File: config.mk
export PLATFORM = sky130hd
export DESIGN_NAME = byte_escape_encoder_top_flat
export DESIGN_NICKNAME = d
export VERILOG_FILES = /design/src/rtl/bee_pkg.sv /design/src/rtl/bee_in_if.sv /design/src/rtl/bee_out_if.sv /design/src/rtl/bee_cfg_if.sv /design/src/rtl/byte_escape_encoder_top.sv /design/src/flat_wrapper.sv
export SDC_FILE = /design/constraint.sdc
export NUM_CORES = 1
export LEC_CHECK = 0
export ABC_CLOCK_PERIOD_IN_PS = 6200
export CAP_MARGIN = 20
export CELL_PAD_IN_SITES_DETAIL_PLACEMENT = 0
export CELL_PAD_IN_SITES_GLOBAL_PLACEMENT = 1
export CORE_MARGIN = 5
export CORE_UTILIZATION = 54
export CTS_BUF_LIST = sky130_fd_sc_hd__clkbuf_16
export DETAILED_ROUTE_END_ITERATION = 7
export DONT_BUFFER_PORTS = 1
export PLACE_DENSITY = 0.88
export REMOVE_ABC_BUFFERS = 1
export SKIP_LAST_GASP = 1
export SYNTH_ARGS = -nofsm -noshare
export SYNTH_HDL_FRONTEND = slang
export SYNTH_SLANG_ARGS = --single-unit
File: constraint.sdc
create_clock -name clk_i -period 6.2 [get_ports clk_i]
set_clock_uncertainty 0.2 [all_clocks]
set_input_delay 0.62 -clock clk_i [delete_from_list [all_inputs] [get_ports clk_i]]
set_output_delay 0.62 -clock clk_i [all_outputs]
set_load 0.1 [all_outputs]
File: src/rtl/bee_pkg.sv
// byte escape encoder package: widths, character constants, expansion types
// and the function that turns one raw byte into its escaped byte sequence
// no dependencies
package bee_pkg;

  localparam int unsigned ByteW   = 8;
  localparam int unsigned MaxSeq  = 4;
  localparam int unsigned SeqIdxW = $clog2(MaxSeq);

  localparam logic [ByteW-1:0] EscResetVal = 8'h5C;
  localparam logic [ByteW-1:0] QuoteChar   = 8'h22;
  localparam logic [ByteW-1:0] DigitZero   = 8'h30;

  localparam logic [ByteW-1:0] CharNl  = 8'h0A;
  localparam logic [ByteW-1:0] CharTab = 8'h09;
  localparam logic [ByteW-1:0] CharBel = 8'h07;
  localparam logic [ByteW-1:0] CharBs  = 8'h08;
  localparam logic [ByteW-1:0] CharCr  = 8'h0D;
  localparam logic [ByteW-1:0] CharFf  = 8'h0C;
  localparam logic [ByteW-1:0] CharVt  = 8'h0B;

  localparam logic [ByteW-1:0] LetterN = 8'h6E;
  localparam logic [ByteW-1:0] LetterT = 8'h74;
  localparam logic [ByteW-1:0] LetterA = 8'h61;
  localparam logic [ByteW-1:0] LetterB = 8'h62;
  localparam logic [ByteW-1:0] LetterR = 8'h72;
  localparam logic [ByteW-1:0] LetterF = 8'h66;
  localparam logic [ByteW-1:0] LetterV = 8'h76;

  typedef struct packed {
    logic [MaxSeq-1:0][ByteW-1:0] seq;       // seq[0] goes out first
    logic [SeqIdxW-1:0]           last_idx;  // index of the final byte
  } exp_t;

  function automatic exp_t expand(input logic [ByteW-1:0] c, input logic [ByteW-1:0] esc);
    exp_t r;
    r.seq      = '0;
    r.last_idx = '0;
    r.seq[0]   = esc;
    if (c == QuoteChar || c == esc) begin
      r.seq[1]   = c;
      r.last_idx = SeqIdxW'(1);
    end else if ((c >= 8'h20 && c <= 8'h7E) || c >= 8'hA0) begin
      r.seq[0]   = c;
      r.last_idx = SeqIdxW'(0);
    end else begin
      r.last_idx = SeqIdxW'(1);
      case (c)
        CharNl:  r.seq[1] = LetterN;
        CharTab: r.seq[1] = LetterT;
        CharBel: r.seq[1] = LetterA;
        CharBs:  r.seq[1] = LetterB;
        CharCr:  r.seq[1] = LetterR;
        CharFf:  r.seq[1] = LetterF;
        CharVt:  r.seq[1] = LetterV;
        default: begin
          r.seq[1]   = DigitZero + {6'b0, c[7:6]};
          r.seq[2]   = DigitZero + {5'b0, c[5:3]};
          r.seq[3]   = DigitZero + {5'b0, c[2:0]};
          r.last_idx = SeqIdxW'(3);
        end
      endcase
    end
    return r;
  endfunction

endpackage

File: src/rtl/bee_in_if.sv
// input channel of the byte escape encoder: one raw byte per transfer
// depends on bee_pkg
interface bee_in_if
  import bee_pkg::*;
();
  logic             valid;
  logic             ready;
  logic [ByteW-1:0] in_byte;
  logic             in_end;

  modport source (output valid, output in_byte, output in_end, input ready);
  modport sink   (input valid, input in_byte, input in_end, output ready);
endinterface

File: src/rtl/bee_out_if.sv
// output channel of the byte escape encoder: one escaped byte per transfer
// depends on bee_pkg
interface bee_out_if
  import bee_pkg::*;
();
  logic             valid;
  logic             ready;
  logic [ByteW-1:0] out_byte;
  logic             run_last;
  logic             string_end;

  modport source (output valid, output out_byte, output run_last, output string_end,
                  input ready);
  modport sink   (input valid, input out_byte, input run_last, input string_end,
                  output ready);
endinterface

File: src/rtl/bee_cfg_if.sv
// configuration write channel of the byte escape encoder: escape character
// depends on bee_pkg
interface bee_cfg_if
  import bee_pkg::*;
();
  logic             valid;
  logic             ready;
  logic [ByteW-1:0] data;

  modport source (output valid, output data, input ready);
  modport sink   (input valid, input data, output ready);
endinterface

File: src/rtl/byte_escape_encoder_top.sv
// byte escape encoder: expands raw string bytes into C-style escaped text
// depends on bee_pkg, bee_in_if, bee_out_if, bee_cfg_if
//
// usage:
//   in_i   takes one raw byte per transfer, in_end marks the last string byte
//   out_o  gives one escaped byte per transfer; run_last marks the final byte
//          of each input, string_end the final byte of the whole string
//   cfg_i  writes the escape character; always ready, write only while idle
// path: each input is expanded into the expansion buffer, then the output register
// throughput: an input expands to 1, 2 or 4 output bytes, one per cycle
//   unless a low out_o.ready stalls them, through the single output byte register;
//   the next input is taken in the cycle the last byte of the current one
//   moves to the output register
// reset: escape character returns to backslash, both stages empty
// stall: while out_o.ready is low the output register holds, the expansion
//   buffer behind it holds, and in_i.ready drops once the buffer is full
module byte_escape_encoder_top
  import bee_pkg::*;
(
  input  logic      clk_i,
  input  logic      rst_ni,
  bee_in_if.sink    in_i,
  bee_out_if.source out_o,
  bee_cfg_if.sink   cfg_i
);

  logic [ByteW-1:0] esc_q;

  exp_t               buf_q;
  logic [SeqIdxW-1:0] idx_q;
  logic               buf_end_q;
  logic               buf_valid_q;

  logic [ByteW-1:0] out_byte_q;
  logic             run_last_q;
  logic             string_end_q;
  logic             out_valid_q;

  logic out_free;
  logic mv;
  logic buf_done;
  logic in_xfer;
  exp_t exp_d;

  assign out_free = !out_valid_q || out_o.ready;
  assign mv       = buf_valid_q && out_free;
  assign buf_done = mv && (idx_q == buf_q.last_idx);
  assign in_xfer  = in_i.valid && in_i.ready;
  assign exp_d    = expand(in_i.in_byte, esc_q);

  assign in_i.ready  = !buf_valid_q || buf_done;
  assign cfg_i.ready = 1'b1;

  assign out_o.valid      = out_valid_q;
  assign out_o.out_byte   = out_byte_q;
  assign out_o.run_last   = run_last_q;
  assign out_o.string_end = string_end_q;

  always_ff @(posedge clk_i or negedge rst_ni) begin
    if (!rst_ni) begin
      esc_q <= EscResetVal;
    end else if (cfg_i.valid) begin
      esc_q <= cfg_i.data;
    end
  end

  // expansion buffer
  always_ff @(posedge clk_i or negedge rst_ni) begin
    if (!rst_ni) begin
      buf_valid_q <= 1'b0;
      idx_q       <= '0;
    end else if (in_xfer) begin
      buf_valid_q <= 1'b1;
      idx_q       <= '0;
    end else if (buf_done) begin
      buf_valid_q <= 1'b0;
    end else if (mv) begin
      idx_q <= idx_q + SeqIdxW'(1);
    end
  end

  always_ff @(posedge clk_i) begin
    if (in_xfer) begin
      buf_q     <= exp_d;
      buf_end_q <= in_i.in_end;
    end
  end

  // output register
  always_ff @(posedge clk_i or negedge rst_ni) begin
    if (!rst_ni) begin
      out_valid_q <= 1'b0;
    end else if (out_free) begin
      out_valid_q <= buf_valid_q;
    end
  end

  always_ff @(posedge clk_i) begin
    if (mv) begin
      out_byte_q   <= buf_q.seq[idx_q];
      run_last_q   <= (idx_q == buf_q.last_idx);
      string_end_q <= (idx_q == buf_q.last_idx) && buf_end_q;
    end
  end

endmodule

File: src/flat_wrapper.sv
// flat-port wrapper written by rule: the top's interface ports become plain ports
module byte_escape_encoder_top_flat import bee_pkg::*;
  (clk_i, rst_ni, in_i_valid, in_i_in_byte, in_i_in_end, in_i_ready, out_o_valid, out_o_out_byte, out_o_run_last, out_o_string_end, out_o_ready, cfg_i_valid, cfg_i_data, cfg_i_ready);
  bee_in_if in_i_i ();
  bee_out_if out_o_i ();
  bee_cfg_if cfg_i_i ();
  input  logic clk_i;
  input  logic rst_ni;
  input wire logic [$bits(in_i_i.valid)-1:0] in_i_valid;
  input wire logic [$bits(in_i_i.in_byte)-1:0] in_i_in_byte;
  input wire logic [$bits(in_i_i.in_end)-1:0] in_i_in_end;
  output wire logic [$bits(in_i_i.ready)-1:0] in_i_ready;
  output wire logic [$bits(out_o_i.valid)-1:0] out_o_valid;
  output wire logic [$bits(out_o_i.out_byte)-1:0] out_o_out_byte;
  output wire logic [$bits(out_o_i.run_last)-1:0] out_o_run_last;
  output wire logic [$bits(out_o_i.string_end)-1:0] out_o_string_end;
  input wire logic [$bits(out_o_i.ready)-1:0] out_o_ready;
  input wire logic [$bits(cfg_i_i.valid)-1:0] cfg_i_valid;
  input wire logic [$bits(cfg_i_i.data)-1:0] cfg_i_data;
  output wire logic [$bits(cfg_i_i.ready)-1:0] cfg_i_ready;
  assign in_i_i.valid = in_i_valid;
  assign in_i_i.in_byte = in_i_in_byte;
  assign in_i_i.in_end = in_i_in_end;
  assign in_i_ready = in_i_i.ready;
  assign out_o_valid = out_o_i.valid;
  assign out_o_out_byte = out_o_i.out_byte;
  assign out_o_run_last = out_o_i.run_last;
  assign out_o_string_end = out_o_i.string_end;
  assign out_o_i.ready = out_o_ready;
  assign cfg_i_i.valid = cfg_i_valid;
  assign cfg_i_i.data = cfg_i_data;
  assign cfg_i_ready = cfg_i_i.ready;
  byte_escape_encoder_top u_core (.clk_i(clk_i), .rst_ni(rst_ni), .in_i(in_i_i), .out_o(out_o_i), .cfg_i(cfg_i_i));
endmodule
* Word level (Yosys, flattened, before mapping)
Index checks and enable logic that the tools add are counted.
** Word-level totals
- Flip-flop bits (word level) :: 57
- Bits of input ports :: 22
- Output and inout bits :: 13
- Word-level logic and storage cells :: 64
** Cells by class
- $add $sub $neg :: 4
- $lt $le $gt $ge :: 4
- Eq/ne operators :: 11
- Muxes and demuxes :: 14
- Reductions and logical operators :: 17
** Operators with widths (number)
- 8-bit one-hot mux with 7 select lines :: 1
- 8-bit by 4-bit equality test with 1-bit output, second input constant :: 6
- 8-bit 2-to-1 mux :: 5
- 8-bit binary-select mux with 2-bit select :: 1
- 6-bit by 3-bit adder with 7-bit output, first input constant :: 2
- 9-bit OR reduction :: 1
- 8-bit by 3-bit equality test with 1-bit output, second input constant :: 1
- 8-bit by 6-bit equality test with 1-bit output, second input constant :: 1
- 8-bit equality test :: 1
- 8-bit by 6-bit greater-or-equal comparator with 1-bit output, second input constant :: 1
- 8-bit greater-or-equal comparator, second input constant :: 1
- 8-bit by 7-bit <= comparator with 1-bit output, second input constant :: 1
- 2-bit 2-to-1 mux :: 4
- 6-bit by 2-bit adder with 7-bit output, first input constant :: 1
- 7-bit OR reduction :: 1
- 1-bit logical AND :: 5
- 1-bit logical OR :: 4
- 2-bit nonzero test :: 2
- 2-bit by 3-bit less-than comparator with 1-bit output, second input constant :: 1
- 1-bit 2-to-1 mux :: 3
- 2-bit by 1-bit adder with 2-bit output, second input constant :: 1
- 2-bit equality test :: 1
- 1-bit zero test :: 2
- 2-bit inequality test, second input constant :: 1
- other kinds (2) :: 2

* Depth between registers and ports, before layout
Gate-level depths: netlist of run 1.
- Depth in word-level cells :: 8
- Mapped depth :: 7
- Mapped depth without buffers :: 5

* Least setup slack after synthesis of run 1
OpenSTA, ideal clock, no wires.
- Path kind :: flip-flop to flip-flop
- Start point :: register u_core.out_valid_q (netlist: u_core.out_o.valid)
- End point :: register u_core.buf_end_q, enable pin
- Setup time :: 0.385 ns
- Arrival :: 3.207 ns
- Data required time :: 5.615 ns
- Slack :: 2.408 ns
- Stages on the path, launching flop included :: 5
- Path buffers :: 0
- Period minus slack after synthesis :: 3.792 ns
- Cells stage by stage :: dfrtp_1 -> nand2b_1 -> nor2_1 -> nor2_1 -> and2_1
** Between the ends
- Cells in the longest elaborated chain, start to end :: 6
** Ends and longest elaborated chain
- start: declaration :: RTL line byte_escape_encoder_top.sv:37 : logic out_valid_q;
- start signal: assignment :: RTL line byte_escape_encoder_top.sv:94 : out_valid_q <= buf_valid_q;
- 1-bit zero test :: RTL line byte_escape_encoder_top.sv:45 : assign out_free = !out_valid_q || out_o.ready;
- 1-bit logical OR :: RTL line byte_escape_encoder_top.sv:45
- 1-bit logical AND :: RTL line byte_escape_encoder_top.sv:46 : assign mv = buf_valid_q && out_free;
- 1-bit logical AND :: RTL line byte_escape_encoder_top.sv:47 : assign buf_done = mv && (idx_q == buf_q.last_idx);
- 1-bit logical OR :: RTL line byte_escape_encoder_top.sv:51 : assign in_i.ready = !buf_valid_q || buf_done;
- net in_i_ready :: RTL line flat_wrapper.sv:12 : output wire logic [$bits(in_i_i.ready)-1:0] in_i_ready;
- 1-bit logical AND :: RTL line byte_escape_encoder_top.sv:48 : assign in_xfer = in_i.valid && in_i.ready;
- net u_core.in_xfer :: RTL line byte_escape_encoder_top.sv:42 : logic in_xfer;
- end signal: assignment :: RTL line byte_escape_encoder_top.sv:85 : buf_end_q <= in_i.in_end;
- end: declaration :: RTL line byte_escape_encoder_top.sv:31 : logic buf_end_q;
The timed path passes the listed nets, and every way through them passes these cells.
A chain may end at the register's enable or synchronous reset.

* Worst setup path in the final report of run 1
- Start point :: register u_core.out_valid_q (netlist: u_core.out_o.valid)
- End point :: register u_core.buf_q[18] (netlist name), enable pin
** Between the ends
- Cells in the longest elaborated chain, start to end :: 6
** Ends and longest elaborated chain
- 1-bit zero test :: RTL line byte_escape_encoder_top.sv:45
- 1-bit logical OR :: RTL line byte_escape_encoder_top.sv:45
- 1-bit logical AND :: RTL line byte_escape_encoder_top.sv:46
- 1-bit logical AND :: RTL line byte_escape_encoder_top.sv:47
- 1-bit logical OR :: RTL line byte_escape_encoder_top.sv:51
- net in_i_ready :: RTL line flat_wrapper.sv:12
- 1-bit logical AND :: RTL line byte_escape_encoder_top.sv:48
- net u_core.in_xfer :: RTL line byte_escape_encoder_top.sv:42
- end signal: assignment :: RTL line byte_escape_encoder_top.sv:84 : buf_q <= exp_d;
- end: declaration :: RTL line byte_escape_encoder_top.sv:29 : exp_t buf_q;
The timed path passes the listed nets, and every way through them passes these cells.

==> metrics, run 1 <==
internal power of the cells approximately 0.00067 W; residual antenna-violating net count after detailed routing 0; CTS clk-pin slew, worst paths approximately 60 ps; synthesized instance count 179; count of standard-cell rows 23; vias in the first global route 1337; total global routing overflow 0; reported max-cap violation count 0; library cells used by synthesis 42; worst hold path cell count 0; final count of pins violating max slew 0; Slowest-stage cell, CP sky130_fd_sc_hd__and2_1; H-tree Lvls 2; Mapped Area roughly 2300 µm²; worst min path class in2reg; run status finished clean; Pre-antenna DRT Iters 4; highest cell delay on the worst timing path 970 ps; Final Critical Period about 3600 ps; core area 4086 µm²; setup TNS after final layout 0 ps; Clock Latency Late Sink roughly 280 ps; routed via count divided by cell count between 5 and 6; CTS max path bufs 2; floorplan die area ~5700 µm²; Min Hold Slack between 200 and 250 ps; overall global routing resource usage between 10% and 20%; initial cell density of the core a little under three fifths; reg-to-reg setup timing slack roughly 2600 ps; die width roughly 75 µm; Tcrit/Tclk final a little under 60%; clock tree from TritonCTS done; post-CTS setup repair buffer count 0; DP Worst Slack about 2600 ps; cell area power density about 460 nW/µm²; Data arrival, critical path about 3300 ps; placer's final routability congestion estimate 0.8322; fraction of power consumed by the clock network between 20 and 25%; list of cells traversed by the critical path nand2b_1 -> nor2_1 -> nor2_2 -> and2_1; R2R Path End u_core.buf_q[18]; element type at the critical path end flop; synth-to-layout area growth 6.443%; most common cell after layout, fill and taps aside sky130_fd_sc_hd__edfxtp_1; setup repair after global routing missed its margin false; switching power ~0.00047 W; launch point of the worst hold path in_i_in_end; minimum setup slack in the final design 2608 ps; final number of setup-violating endpoints 0; LEAKAGE around 0.85 nW; Fmax achieved roughly 280 MHz; classification of the worst setup path reg2reg; startpoint type of the worst setup path flop; final design utilization 60.20%; number of nets in the finished design slightly below 200; peak ir drop on the vdd network between 150 and 200 µV; clock net sink count 48; antenna fix cells 0; register bit total from synthesis 48; global-route wire length before repair about 7000 µm; depth of the most critical reg-to-reg path 4; number of buffers added on ports 0; share of synthesized area occupied by flip-flops and latches about 60%; violation count after the first detailed-route iteration approximately 100; number of ports placed on the die boundary 35; number of endpoints with negative hold slack in the final report 0; share of post-route cells with drive strength above 1 about 15%; beginning of the worst register-to-register path u_core.out_o.valid; Yosys Warn Count 0; leading cell types in the layout, fill and taps excluded sky130_fd_sc_hd__edfxtp_1 (36), sky130_fd_sc_hd__nor2_1 (12), sky130_fd_sc_hd__xnor2_1 (10), sky130_fd_sc_hd__nand2_1 (10); root buffer cell sky130_fd_sc_hd__clkbuf_16; Worst slew margin 27.24%; Mapped Avg Cell Area about 13 µm²; Worst-Margin Slew about 1100 ps; maximum net fanout on the critical path 26; DRC violation count after routing 0; HPWL after DPL about 3000 µm; TritonCTS buffer count 5; maximum number of pins on one net before global-route repair 27; average wire per standard cell ~18 µm; vertical die dimension roughly 75 µm; Sequential Power Share 61.8%; Power Total 0.001140 W; antenna violations before repair 0; part of the total power dissipated in combinational logic approximately 17%; required time worst endpoint 5900 ps; overall via count from detail_route 1320; capture endpoint of the worst hold path u_core.buf_end_q; wire length reported by the detailed router about 4000 µm; switching part of the total power 41.24%
==> how the worst max path moves through the flow <==
stage | from | end | cells after the start
2_1_floorplan | u_core.out_o.valid | u_core.buf_end_q | 4
3_3_place_gp | u_core.out_o.valid | u_core.buf_q[10] | 4
3_5_place_dp | u_core.out_o.valid | u_core.buf_q[11] | 4
4_1_cts | u_core.out_o.valid | u_core.buf_q[20] | 4
5_1_grt | u_core.out_o.valid | u_core.buf_q[3] | 4
6_report | u_core.out_o.valid | u_core.buf_q[18] | 4
==> critical path, delay by kind of cell, from the launching register on <==
kind,cells,cell delay [ps]
flops,1,730
simple gates,4,2270
==> power groups by stage <==
stage          Combinational [W]  Clock, W  Sequential (W)
6_report                0.000188  0.000248        0.000704
5_1_grt                 0.000206  0.000270        0.000717
4_1_cts                 0.000189  0.000255        0.000707
3_5_place_dp            0.000186         0        0.000713
3_3_place_gp            0.000178         0        0.000708
2_1_floorplan           0.000158         0        0.000696
==> final cells by class <==
type | count | area, µm²
clock buffers | 5 | 125.1
clock inverters | 3 | 12.51
fillers | 347 | 1627
inverters | 3 | 11.26
multi-input cells | 115 | 852.1
flip-flops and latches | 48 | 1386
well taps | 50 | 62.56
repair buffers | 1 | 10.01
==> metal layers <==
| layer | global-route usage, % | wire length, µm | vias to the layer above |
|---|---|---|---|
| met3 | 5.409 | 249 | 8 |
| met5 | 0 | 0 | - |
| met4 | 4.078 | 42 | 0 |
| met1 | 21.07 | 1748 | 627 |
| li1 | - | - | 634 |
| met2 | 26.08 | 1945 | 51 |
==> what timing repair did <==
| item | in CTS | in global routing |
|---|---|---|
| hold endpoints to repair | 12 | 0 |
| hold buffers | 1 | 0 |
| gates resized for setup | 0 | 0 |
==> flip-flops by register name (all words and copies together), names as in the netlist <==
signal,count
u_core.esc_q,8
u_core.buf_valid_q,1
u_core.out_o.valid,1
u_core.idx_q,2
u_core.out_o.run_last,1
u_core.out_o.string_end,1
u_core.buf_q,25
u_core.buf_end_q,1
u_core.out_o.out_byte,8
==> per-stage QoR <==
| step | cells | instance area, µm² |
|---|---|---|
| after floorplan | 166 | 2247 |
| after detailed placement | 216 | 2312 |
| after global routing | 225 | 2460 |
| final | 225 | 2460 |
| after global placement | 216 | 2312 |
| after CTS | 225 | 2460 |
==> synth_stat cells, drive strengths merged <==
master / n / area [µm²]
a211oi: 3 / 22.52
a21boi: 1 / 7.510
a21oi: 3 / 15.01
a22o: 1 / 8.760
and2: 9 / 56.30
and3: 1 / 6.260
buf: 7 / 41.29
clkbuf: 6 / 22.52
conb: 1 / 3.750
dfrtp: 8 / 200.2
dfstp: 4 / 105.1
edfxtp: 36 / 1081
inv: 3 / 11.26
mux2: 15 / 168.9
mux2i: 4 / 40.04
mux4: 3 / 67.56
nand2: 10 / 37.54
nand2b: 3 / 18.77
nand3: 2 / 10.01
nand4: 3 / 18.77
nor2: 13 / 48.80
nor2b: 4 / 25.02
nor3: 4 / 20.02
nor3b: 1 / 7.510
nor4: 1 / 6.260
o21a: 1 / 7.510
o21ai: 9 / 45.04
o22a: 1 / 8.760
o22ai: 1 / 6.260
o31ai: 3 / 22.52
o32ai: 1 / 27.53
or2: 3 / 18.77
or3: 2 / 17.52
or4b: 1 / 10.01
xnor2: 10 / 87.58
xor2: 1 / 8.760
==> cells by family after synthesis <==
family / count (synthesis) / share of synthesized area [%]
simple gates: 57 / 13.05
flops: 48 / 59.99
compound gates: 24 / 7.418
mux: 22 / 11.97
buf+inv: 16 / 3.248
xor+xnor: 11 / 4.169
other cells: 1 / 0.1623
Note: power is estimated with default switching activity, not from simulation.
==> inputs of run 2 (changes only) <==
--- a/config.mk
+++ b/config.mk
@@ -5,16 +5,16 @@
 export SDC_FILE = /design/constraint.sdc
 export NUM_CORES = 1
 export LEC_CHECK = 0
-export ABC_CLOCK_PERIOD_IN_PS = 6200
+export ABC_CLOCK_PERIOD_IN_PS = 3300
 export CAP_MARGIN = 20
 export CELL_PAD_IN_SITES_DETAIL_PLACEMENT = 0
 export CELL_PAD_IN_SITES_GLOBAL_PLACEMENT = 1
 export CORE_MARGIN = 5
-export CORE_UTILIZATION = 54
+export CORE_UTILIZATION = 45
 export CTS_BUF_LIST = sky130_fd_sc_hd__clkbuf_16
 export DETAILED_ROUTE_END_ITERATION = 7
 export DONT_BUFFER_PORTS = 1
-export PLACE_DENSITY = 0.88
+export PLACE_DENSITY = 0.79
 export REMOVE_ABC_BUFFERS = 1
 export SKIP_LAST_GASP = 1
 export SYNTH_ARGS = -nofsm -noshare
==> constraint.sdc (replaced) <==
create_clock -name clk_i -period 3.3 [get_ports clk_i]
set_clock_uncertainty 0.2 [all_clocks]
set_input_delay 0.33 -clock clk_i [delete_from_list [all_inputs] [get_ports clk_i]]
set_output_delay 0.33 -clock clk_i [all_outputs]
set_load 0.1 [all_outputs]
==> metrics, run 2 (same netlist as run 1, synthesis figures left out) <==
run status finished clean (unchanged); core area 5042 µm² (was 4086 µm²); post-place instance area 2375 µm² (was 2312 µm²); peak ir drop on the vdd network 337.0 µV (was 196.6 µV); share of post-route cells with drive strength above 1 16.41% (was 15.43%); required time worst endpoint 3120 ps (was 5900 ps); CTS max path bufs 2 (unchanged); number of endpoints with negative hold slack in the final report 0 (unchanged); depth of the most critical reg-to-reg path 5 (was 4); TritonCTS buffer count 5 (unchanged); maximum net fanout on the critical path 10 (was 26); Final Critical Period 2387 ps; residual antenna-violating net count after detailed routing 0 (unchanged); Tcrit/Tclk final 72.35%; clock tree from TritonCTS done (unchanged); vertical die dimension 81.66 µm (was 75.42 µm); final number of setup-violating endpoints 0 (unchanged); classification of the worst setup path in2reg (was reg2reg); floorplan die area 6668 µm² (was 5688 µm²); count of standard-cell rows 26 (was 23); Worst slew margin 40.33% (was 27.24%); reg-to-reg setup timing slack 1020 ps (was 2610 ps); vias in the first global route 1406 (was 1337); initial cell density of the core 45.83% (was 56.55%); die width 81.66 µm (was 75.42 µm); worst min path class in2reg (unchanged); most common cell after layout, fill and taps aside sky130_fd_sc_hd__edfxtp_1 (unchanged); Worst-Margin Slew 897.0 ps (was 1090 ps); global-route wire length before repair 6941 µm (was 6803 µm); setup TNS after final layout 0 ps (unchanged); H-tree Lvls 2 (unchanged); Fmax achieved about 420 MHz; placer's final routability congestion estimate 0.8459 (was 0.8322); R2R Path End u_core.buf_q[3] (was u_core.buf_q[18]); LEAKAGE 0.9358 nW (was 0.8469 nW); root buffer cell sky130_fd_sc_hd__clkbuf_16 (unchanged); overall via count from detail_route 1382 (was 1320); launch point of the worst hold path cfg_i_valid (was in_i_in_end); DRC violation count after routing 0 (unchanged); average wire per standard cell 16.41 µm (was 17.72 µm); setup repair after global routing missed its margin false (unchanged); Top reg by flops u_core.buf_q (unchanged); final design utilization 53.40% (was 60.20%); cell area power density 833.4 nW/µm² (was 463.4 nW/µm²); CTS clk-pin slew, worst paths 60 ps (about the same); number of placed instances, taps included 241 (was 216); antenna violations before repair 0 (unchanged); wire length reported by the detailed router 4348 µm (was 3986 µm); number of ports placed on the die boundary 35 (unchanged); violation count after the first detailed-route iteration 62 (was 101); capture endpoint of the worst hold path u_core.esc_q[0] (was u_core.buf_end_q); reported max-cap violation count 0 (unchanged); Final Instance Area 2693 µm² (was 2460 µm²); final count of pins violating max slew 0 (unchanged); beginning of the worst register-to-register path u_core.esc_q[4] (was u_core.out_o.valid); flip-flop count of the largest register after layout 25 (unchanged); antenna fix cells 0 (unchanged); number of buffers added on ports 0 (unchanged); startpoint type of the worst setup path primary input (was flop); number of nets in the finished design 216 (was 196); HPWL after DPL 3205 µm (was 3029 µm); routed via count divided by cell count 5.215 (was 5.867); clock net sink count 48 (unchanged); overall global routing resource usage 14.00% (was 16.14%); Pre-antenna DRT Iters 4 (unchanged); fin cells 265 (was 225); element type at the critical path end flop (unchanged); Clock Latency Late Sink 280 ps (about the same); worst hold path cell count 1 (was 0); leading cell types in the layout, fill and taps excluded sky130_fd_sc_hd__edfxtp_1 (36), sky130_fd_sc_hd__dlygate4sd3_1 (16), sky130_fd_sc_hd__nor2_1 (12) (was sky130_fd_sc_hd__edfxtp_1 (36), sky130_fd_sc_hd__nor2_1 (12), sky130_fd_sc_hd__xnor2_1 (10), sky130_fd_sc_hd__nand2_1 (10)); maximum number of pins on one net before global-route repair 27 (unchanged); total global routing overflow 0 (unchanged); Data arrival, critical path 2210 ps (was 3290 ps); synth-to-layout area growth 16.51% (was 6.443%)
[run 2: cell types whose count changed in the layout (fill, tap and decap cells not counted), sizes merged]
cell	before	now
clkbuf	5	6
clkinv	1	2
buf	0	5
inv	5	3
dlygate4sd3	1	16
[run 2: worst max-delay path by stage]
stage                             endpoint               start  slack (ps)  depth (start not counted)
after global routing       u_core.buf_q[9]     in_i_in_byte[2]         850                          5
final                      u_core.buf_q[3]     in_i_in_byte[2]         910                          5
after detailed placement   u_core.buf_q[8]     in_i_in_byte[2]         620                          5
after global placement     u_core.buf_q[4]     in_i_in_byte[2]         670                          5
after floorplan           u_core.buf_end_q  u_core.out_o.valid        -490                          4
after CTS                  u_core.buf_q[8]     in_i_in_byte[2]         920                          5
[run 2: layer usage]
layer  wire [µm]  global-route usage (%)
met1        1890                   16.65
met2        2176                   22.80
met3         250                   5.702
met4          31                   5.150
met5           0                       0
[run 2: what timing repair did]
item                                   in CTS  in global routing
hold buffers                               13                  3
endpoints found under the hold margin      21                  2
buffers inserted                            0                  0
resized for setup                           0                  0
[run 2: final cells by class]
class                   count  area, µm²
clock buffers               6      150.1
flip-flops and latches     48       1386
multi-input cells         115      852.1
clock inverters             2      7.507
inverters                   3      11.26
well taps                  70      87.58
fillers                   425       2350
repair buffers             21      197.7
[run 2: critical path: stages]
cell,delay [ps]
sky130_fd_sc_hd__or4b_1,540
sky130_fd_sc_hd__or3_4,360
sky130_fd_sc_hd__o32ai_4,220
sky130_fd_sc_hd__or2_1,370
sky130_fd_sc_hd__mux2_1,380
[run 2: power breakdown]
group	switching (W)	total (W)	internal, W
clock	0.000201	0.000522	0.000321
combinational	0.000256	0.000440	0.000184
sequential	0.000447	0.00128	0.000836
[run 2: metrics by stage]
step / setup WS (ps) / total power [W] / hold WS [ps]
finish: 912.6 / 0.002244 / 6.324
global route: 854.4 / 0.002345 / 1.172
CTS: 915.6 / 0.002269 / 0.7924
detailed placement: 620.3 / 0.001723 / -165.3
global placement: 674.1 / 0.001709 / -165.2
floorplan: -491.7 / 0.001604 / -165.6
==> inputs of run 3 (changes only) <==
--- a/config.mk
+++ b/config.mk
@@ -5,12 +5,13 @@
 export SDC_FILE = /design/constraint.sdc
 export NUM_CORES = 1
 export LEC_CHECK = 0
-export ABC_CLOCK_PERIOD_IN_PS = 3300
+export ABC_AREA = 1
+export ABC_CLOCK_PERIOD_IN_PS = 1900
 export CAP_MARGIN = 20
 export CELL_PAD_IN_SITES_DETAIL_PLACEMENT = 0
 export CELL_PAD_IN_SITES_GLOBAL_PLACEMENT = 1
 export CORE_MARGIN = 5
-export CORE_UTILIZATION = 45
+export CORE_UTILIZATION = 43
 export CTS_BUF_LIST = sky130_fd_sc_hd__clkbuf_16
 export DETAILED_ROUTE_END_ITERATION = 7
 export DONT_BUFFER_PORTS = 1
==> constraint.sdc (replaced) <==
create_clock -name clk_i -period 1.9 [get_ports clk_i]
set_clock_uncertainty 0.2 [all_clocks]
set_input_delay 0.19 -clock clk_i [delete_from_list [all_inputs] [get_ports clk_i]]
set_output_delay 0.19 -clock clk_i [all_outputs]
set_load 0.1 [all_outputs]
==> metrics, run 3 <==
Min Hold Slack 124.1 ps (was 6.324 ps); overall global routing resource usage 14.68% (was 14.00%); antenna fix cells 0 (unchanged); element type at the critical path end flop (unchanged); Data arrival, critical path 1680 ps (was 2210 ps); final design utilization 55.02% (was 53.40%); top flip-flop cell by instance count after synthesis sky130_fd_sc_hd__edfxtp_1 (unchanged); final number of setup-violating endpoints 0 (unchanged); overall via count from detail_route 1939 (was 1382); share of synthesized area occupied by flip-flops and latches 53.53% (was 59.99%); DP Worst Slack 71.28 ps (was 620.3 ps); maximum number of pins on one net before global-route repair 27 (unchanged); number of filler cells placed in the layout 532 (was 425); DRC violation count after routing 0 (unchanged); leading cell types in the layout, fill and taps excluded sky130_fd_sc_hd__nand2_1 (75), sky130_fd_sc_hd__edfxtp_1 (36), sky130_fd_sc_hd__nor2_1 (28) (was sky130_fd_sc_hd__edfxtp_1 (36), sky130_fd_sc_hd__dlygate4sd3_1 (16), sky130_fd_sc_hd__nor2_1 (12)); top-area cell type share of the netlist area 41.74% (was 46.78%); Critical Path Sink u_core.buf_q[14] (was u_core.buf_q[3]); library cell occupying the most area in the post-synthesis netlist sky130_fd_sc_hd__edfxtp_1 (unchanged); worst hold path cell count 4 (was 1); final count of pins violating max slew 0 (unchanged); setup repair after global routing missed its margin true (was false); LEAKAGE 1.396 nW (was 0.9358 nW); count of standard-cell rows 28 (was 26); number of ports placed on the die boundary 35 (unchanged); wire length reported by the detailed router 5196 µm (was 4348 µm); antenna violations before repair 0 (unchanged); worst min path class in2reg (unchanged); synthesized instance count 282 (was 179); cell area power density 1261 nW/µm² (was 833.4 nW/µm²); total global routing overflow 0 (unchanged); share of post-route cells with drive strength above 1 25.23% (was 16.41%); number of endpoints with negative hold slack in the final report 0 (unchanged); violation count after the first detailed-route iteration 92 (was 62); die width 87.61 µm (was 81.66 µm); required time worst endpoint 1730 ps (was 3120 ps); peak ir drop on the vdd network 947.8 µV (was 337.0 µV); reg-to-reg setup timing slack 110 ps (was 1020 ps); initial cell density of the core 44.01% (was 45.83%); Top reg by flops u_core.buf_q (unchanged); Tcrit/Tclk final a little over nine tenths; flip-flop count of the largest register after layout 25 (unchanged); Mapped Area 2590 µm² (was 2311 µm²); CTS max path bufs 2 (unchanged); reported max-cap violation count 0 (unchanged); clock tree from TritonCTS done (unchanged); maximum net fanout on the critical path 19 (was 10); floorplan die area 7676 µm² (was 6668 µm²); Yosys Warn Count 0 (unchanged); CTS clk-pin slew, worst paths 60 ps (about the same); most common cell after layout, fill and taps aside sky130_fd_sc_hd__nand2_1 (was sky130_fd_sc_hd__edfxtp_1); Clock Latency Late Sink 280 ps (about the same); fin cells 404 (was 265); run status finished clean (unchanged); core area 5886 µm² (was 5042 µm²); root buffer cell sky130_fd_sc_hd__clkbuf_16 (unchanged); post-place instance area 2779 µm² (was 2375 µm²); H-tree Lvls 2 (unchanged); HPWL after DPL 3770 µm (was 3205 µm); TritonCTS buffer count 5 (unchanged); Post-synth EDFFs 36 (unchanged); minimum setup slack in the final design 55.35 ps (was 912.6 ps); average wire per standard cell 12.86 µm (was 16.41 µm); Pre-antenna DRT Iters 4 (unchanged); vias in the first global route 1823 (was 1406); depth of the most critical reg-to-reg path 8 (was 5); vertical die dimension 87.61 µm (was 81.66 µm); ys async rst share 25.00% (unchanged); Final Instance Area 3238 µm² (was 2693 µm²); Final Critical Period between 1500 and 2000 ps; R2R Path End u_core.buf_q[14] (was u_core.buf_q[3]); residual antenna-violating net count after detailed routing 0 (unchanged); register bit total from synthesis 48 (unchanged); global-route wire length before repair 8866 µm (was 6941 µm); beginning of the worst register-to-register path u_core.esc_q[4] (unchanged); placer's final routability congestion estimate 0.7817 (was 0.8459); synth-to-layout area growth 25.02% (was 16.51%); Worst-Margin Slew 696.0 ps (was 897.0 ps); number of buffers added on ports 0 (unchanged); commonest cells in the synthesized netlist sky130_fd_sc_hd__nand2_1 (75), sky130_fd_sc_hd__edfxtp_1 (36), sky130_fd_sc_hd__nor2_1 (30) (was sky130_fd_sc_hd__edfxtp_1 (36), sky130_fd_sc_hd__nor2_1 (13), sky130_fd_sc_hd__nand2_1 (10), sky130_fd_sc_hd__xnor2_1 (10)); classification of the worst setup path in2reg (unchanged); library cells used by synthesis 33 (was 42); Worst slew margin 53.45% (was 40.33%); clock net sink count 48 (unchanged); routed via count divided by cell count 4.800 (was 5.215); number of placed instances, taps included 366 (was 241); cell types with the largest area share after synthesis sky130_fd_sc_hd__edfxtp_1 (42%), sky130_fd_sc_hd__nand2_1 (11%), sky130_fd_sc_hd__dfrtp_1 (7.7%), sky130_fd_sc_hd__o21ai_0 (5.0%), sky130_fd_sc_hd__nor2_1 (4.3%) (was sky130_fd_sc_hd__edfxtp_1 (47%), sky130_fd_sc_hd__dfrtp_1 (8.7%), sky130_fd_sc_hd__dfstp_2 (4.5%), sky130_fd_sc_hd__mux2_2 (4.4%), sky130_fd_sc_hd__xnor2_1 (3.8%)); Mapped Avg Cell Area 9.184 µm² (was 12.91 µm²); dominant cell by count in the synthesized netlist sky130_fd_sc_hd__nand2_1 (was sky130_fd_sc_hd__edfxtp_1); Fmax achieved 542.1 MHz; number of nets in the finished design 350 (was 216); worst setup path startpoint in_i_in_byte[4] (was in_i_in_byte[2]); startpoint type of the worst setup path primary input (unchanged)
run 3: cell types whose count changed after synthesis, moves of 6 or more:
cell,change
sky130_fd_sc_hd__o21ai_0,+17
sky130_fd_sc_hd__nand2_2,+6
sky130_fd_sc_hd__nor2_1,+17
sky130_fd_sc_hd__inv_2,+11
sky130_fd_sc_hd__nor2_2,+7
sky130_fd_sc_hd__and2_1,-8
sky130_fd_sc_hd__o21ai_2,+9
sky130_fd_sc_hd__mux2_2,-9
sky130_fd_sc_hd__nand2_1,+65
sky130_fd_sc_hd__inv_1,+18
sky130_fd_sc_hd__mux2_1,-6
run 3: repair_timing:
| action | CTS | global route |
|---|---|---|
| hold buffers | 21 | 0 |
| endpoints found under the hold margin | 36 | 0 |
| gates resized for setup | 0 | 5 |
| buffers inserted | 0 | 9 |
| setup endpoints to repair | 0 | 23 |
run 3: cell families after synthesis:
| kind of cell | Yosys count | synth area share [%] |
|---|---|---|
| xor+xnor | 8 | 2.705 |
| flops | 48 | 53.53 |
| simple gates | 133 | 24.59 |
| compound gates | 50 | 11.93 |
| other cells | 1 | 0.1448 |
| buf+inv | 42 | 7.102 |
run 3: routing by layer:
metal,vias up,share of wire [%],global-route usage (%)
met5,-,0,0
met4,0,0.77,3.208
met3,6,4.1,2.540
met2,37,47,24.04
met1,884,48,20.53
li1,1012,-,-
run 3: how the worst min path moves through the flow:
stage / from / to
after CTS: in_i_in_byte[5] / u_core.buf_q[7]
after detailed placement: rst_ni / u_core.esc_q[1]
final: in_i_in_byte[5] / u_core.buf_q[7]
after global placement: rst_ni / u_core.out_o.valid
after floorplan: rst_ni / u_core.buf_valid_q
after global routing: in_i_in_byte[5] / u_core.buf_q[7]
run 3: critical path: stages:
cell and delay, ps:
sky130_fd_sc_hd__dlygate4sd3_1 590, sky130_fd_sc_hd__inv_2 100, sky130_fd_sc_hd__nand2_2 90, sky130_fd_sc_hd__inv_1 60, sky130_fd_sc_hd__nand4_1 190, sky130_fd_sc_hd__nand2_4 180
sky130_fd_sc_hd__inv_8 90, sky130_fd_sc_hd__nand2_8 110, sky130_fd_sc_hd__nand3_2 60
run 3: layout make-up:
type	instances	area, µm²	area share [%]
repair buffers	48	431.7	13.33
multi-input cells	192	1025	31.65
flip-flops and latches	48	1386	42.81
clock inverters	3	42.54	1.314
inverters	33	133.9	4.134
well taps	75	93.84	2.898
clock buffers	5	125.1	3.864
run 3: power by group:
| part | internal (W) | switching (W) | total (W) | leakage (nW) |
|---|---|---|---|---|
| clock | 0.000618 | 0.000350 | 0.000968 | 0.0814 |
| combinational | 0.000419 | 0.00121 | 0.00163 | 0.837 |
| sequential | 0.00141 | 0.0000728 | 0.00149 | 0.478 |
| total | 0.00245 | 0.00163 | 0.00408 | 1.40 |
run 3: per-stage QoR:
stage	TNS [ps]	total power (W)
2_1_floorplan	-26310	0.002718
3_3_place_gp	0	0.003066
3_5_place_dp	0	0.003081
4_1_cts	0	0.004102
5_1_grt	-27.57	0.004303
6_report	0	0.004084
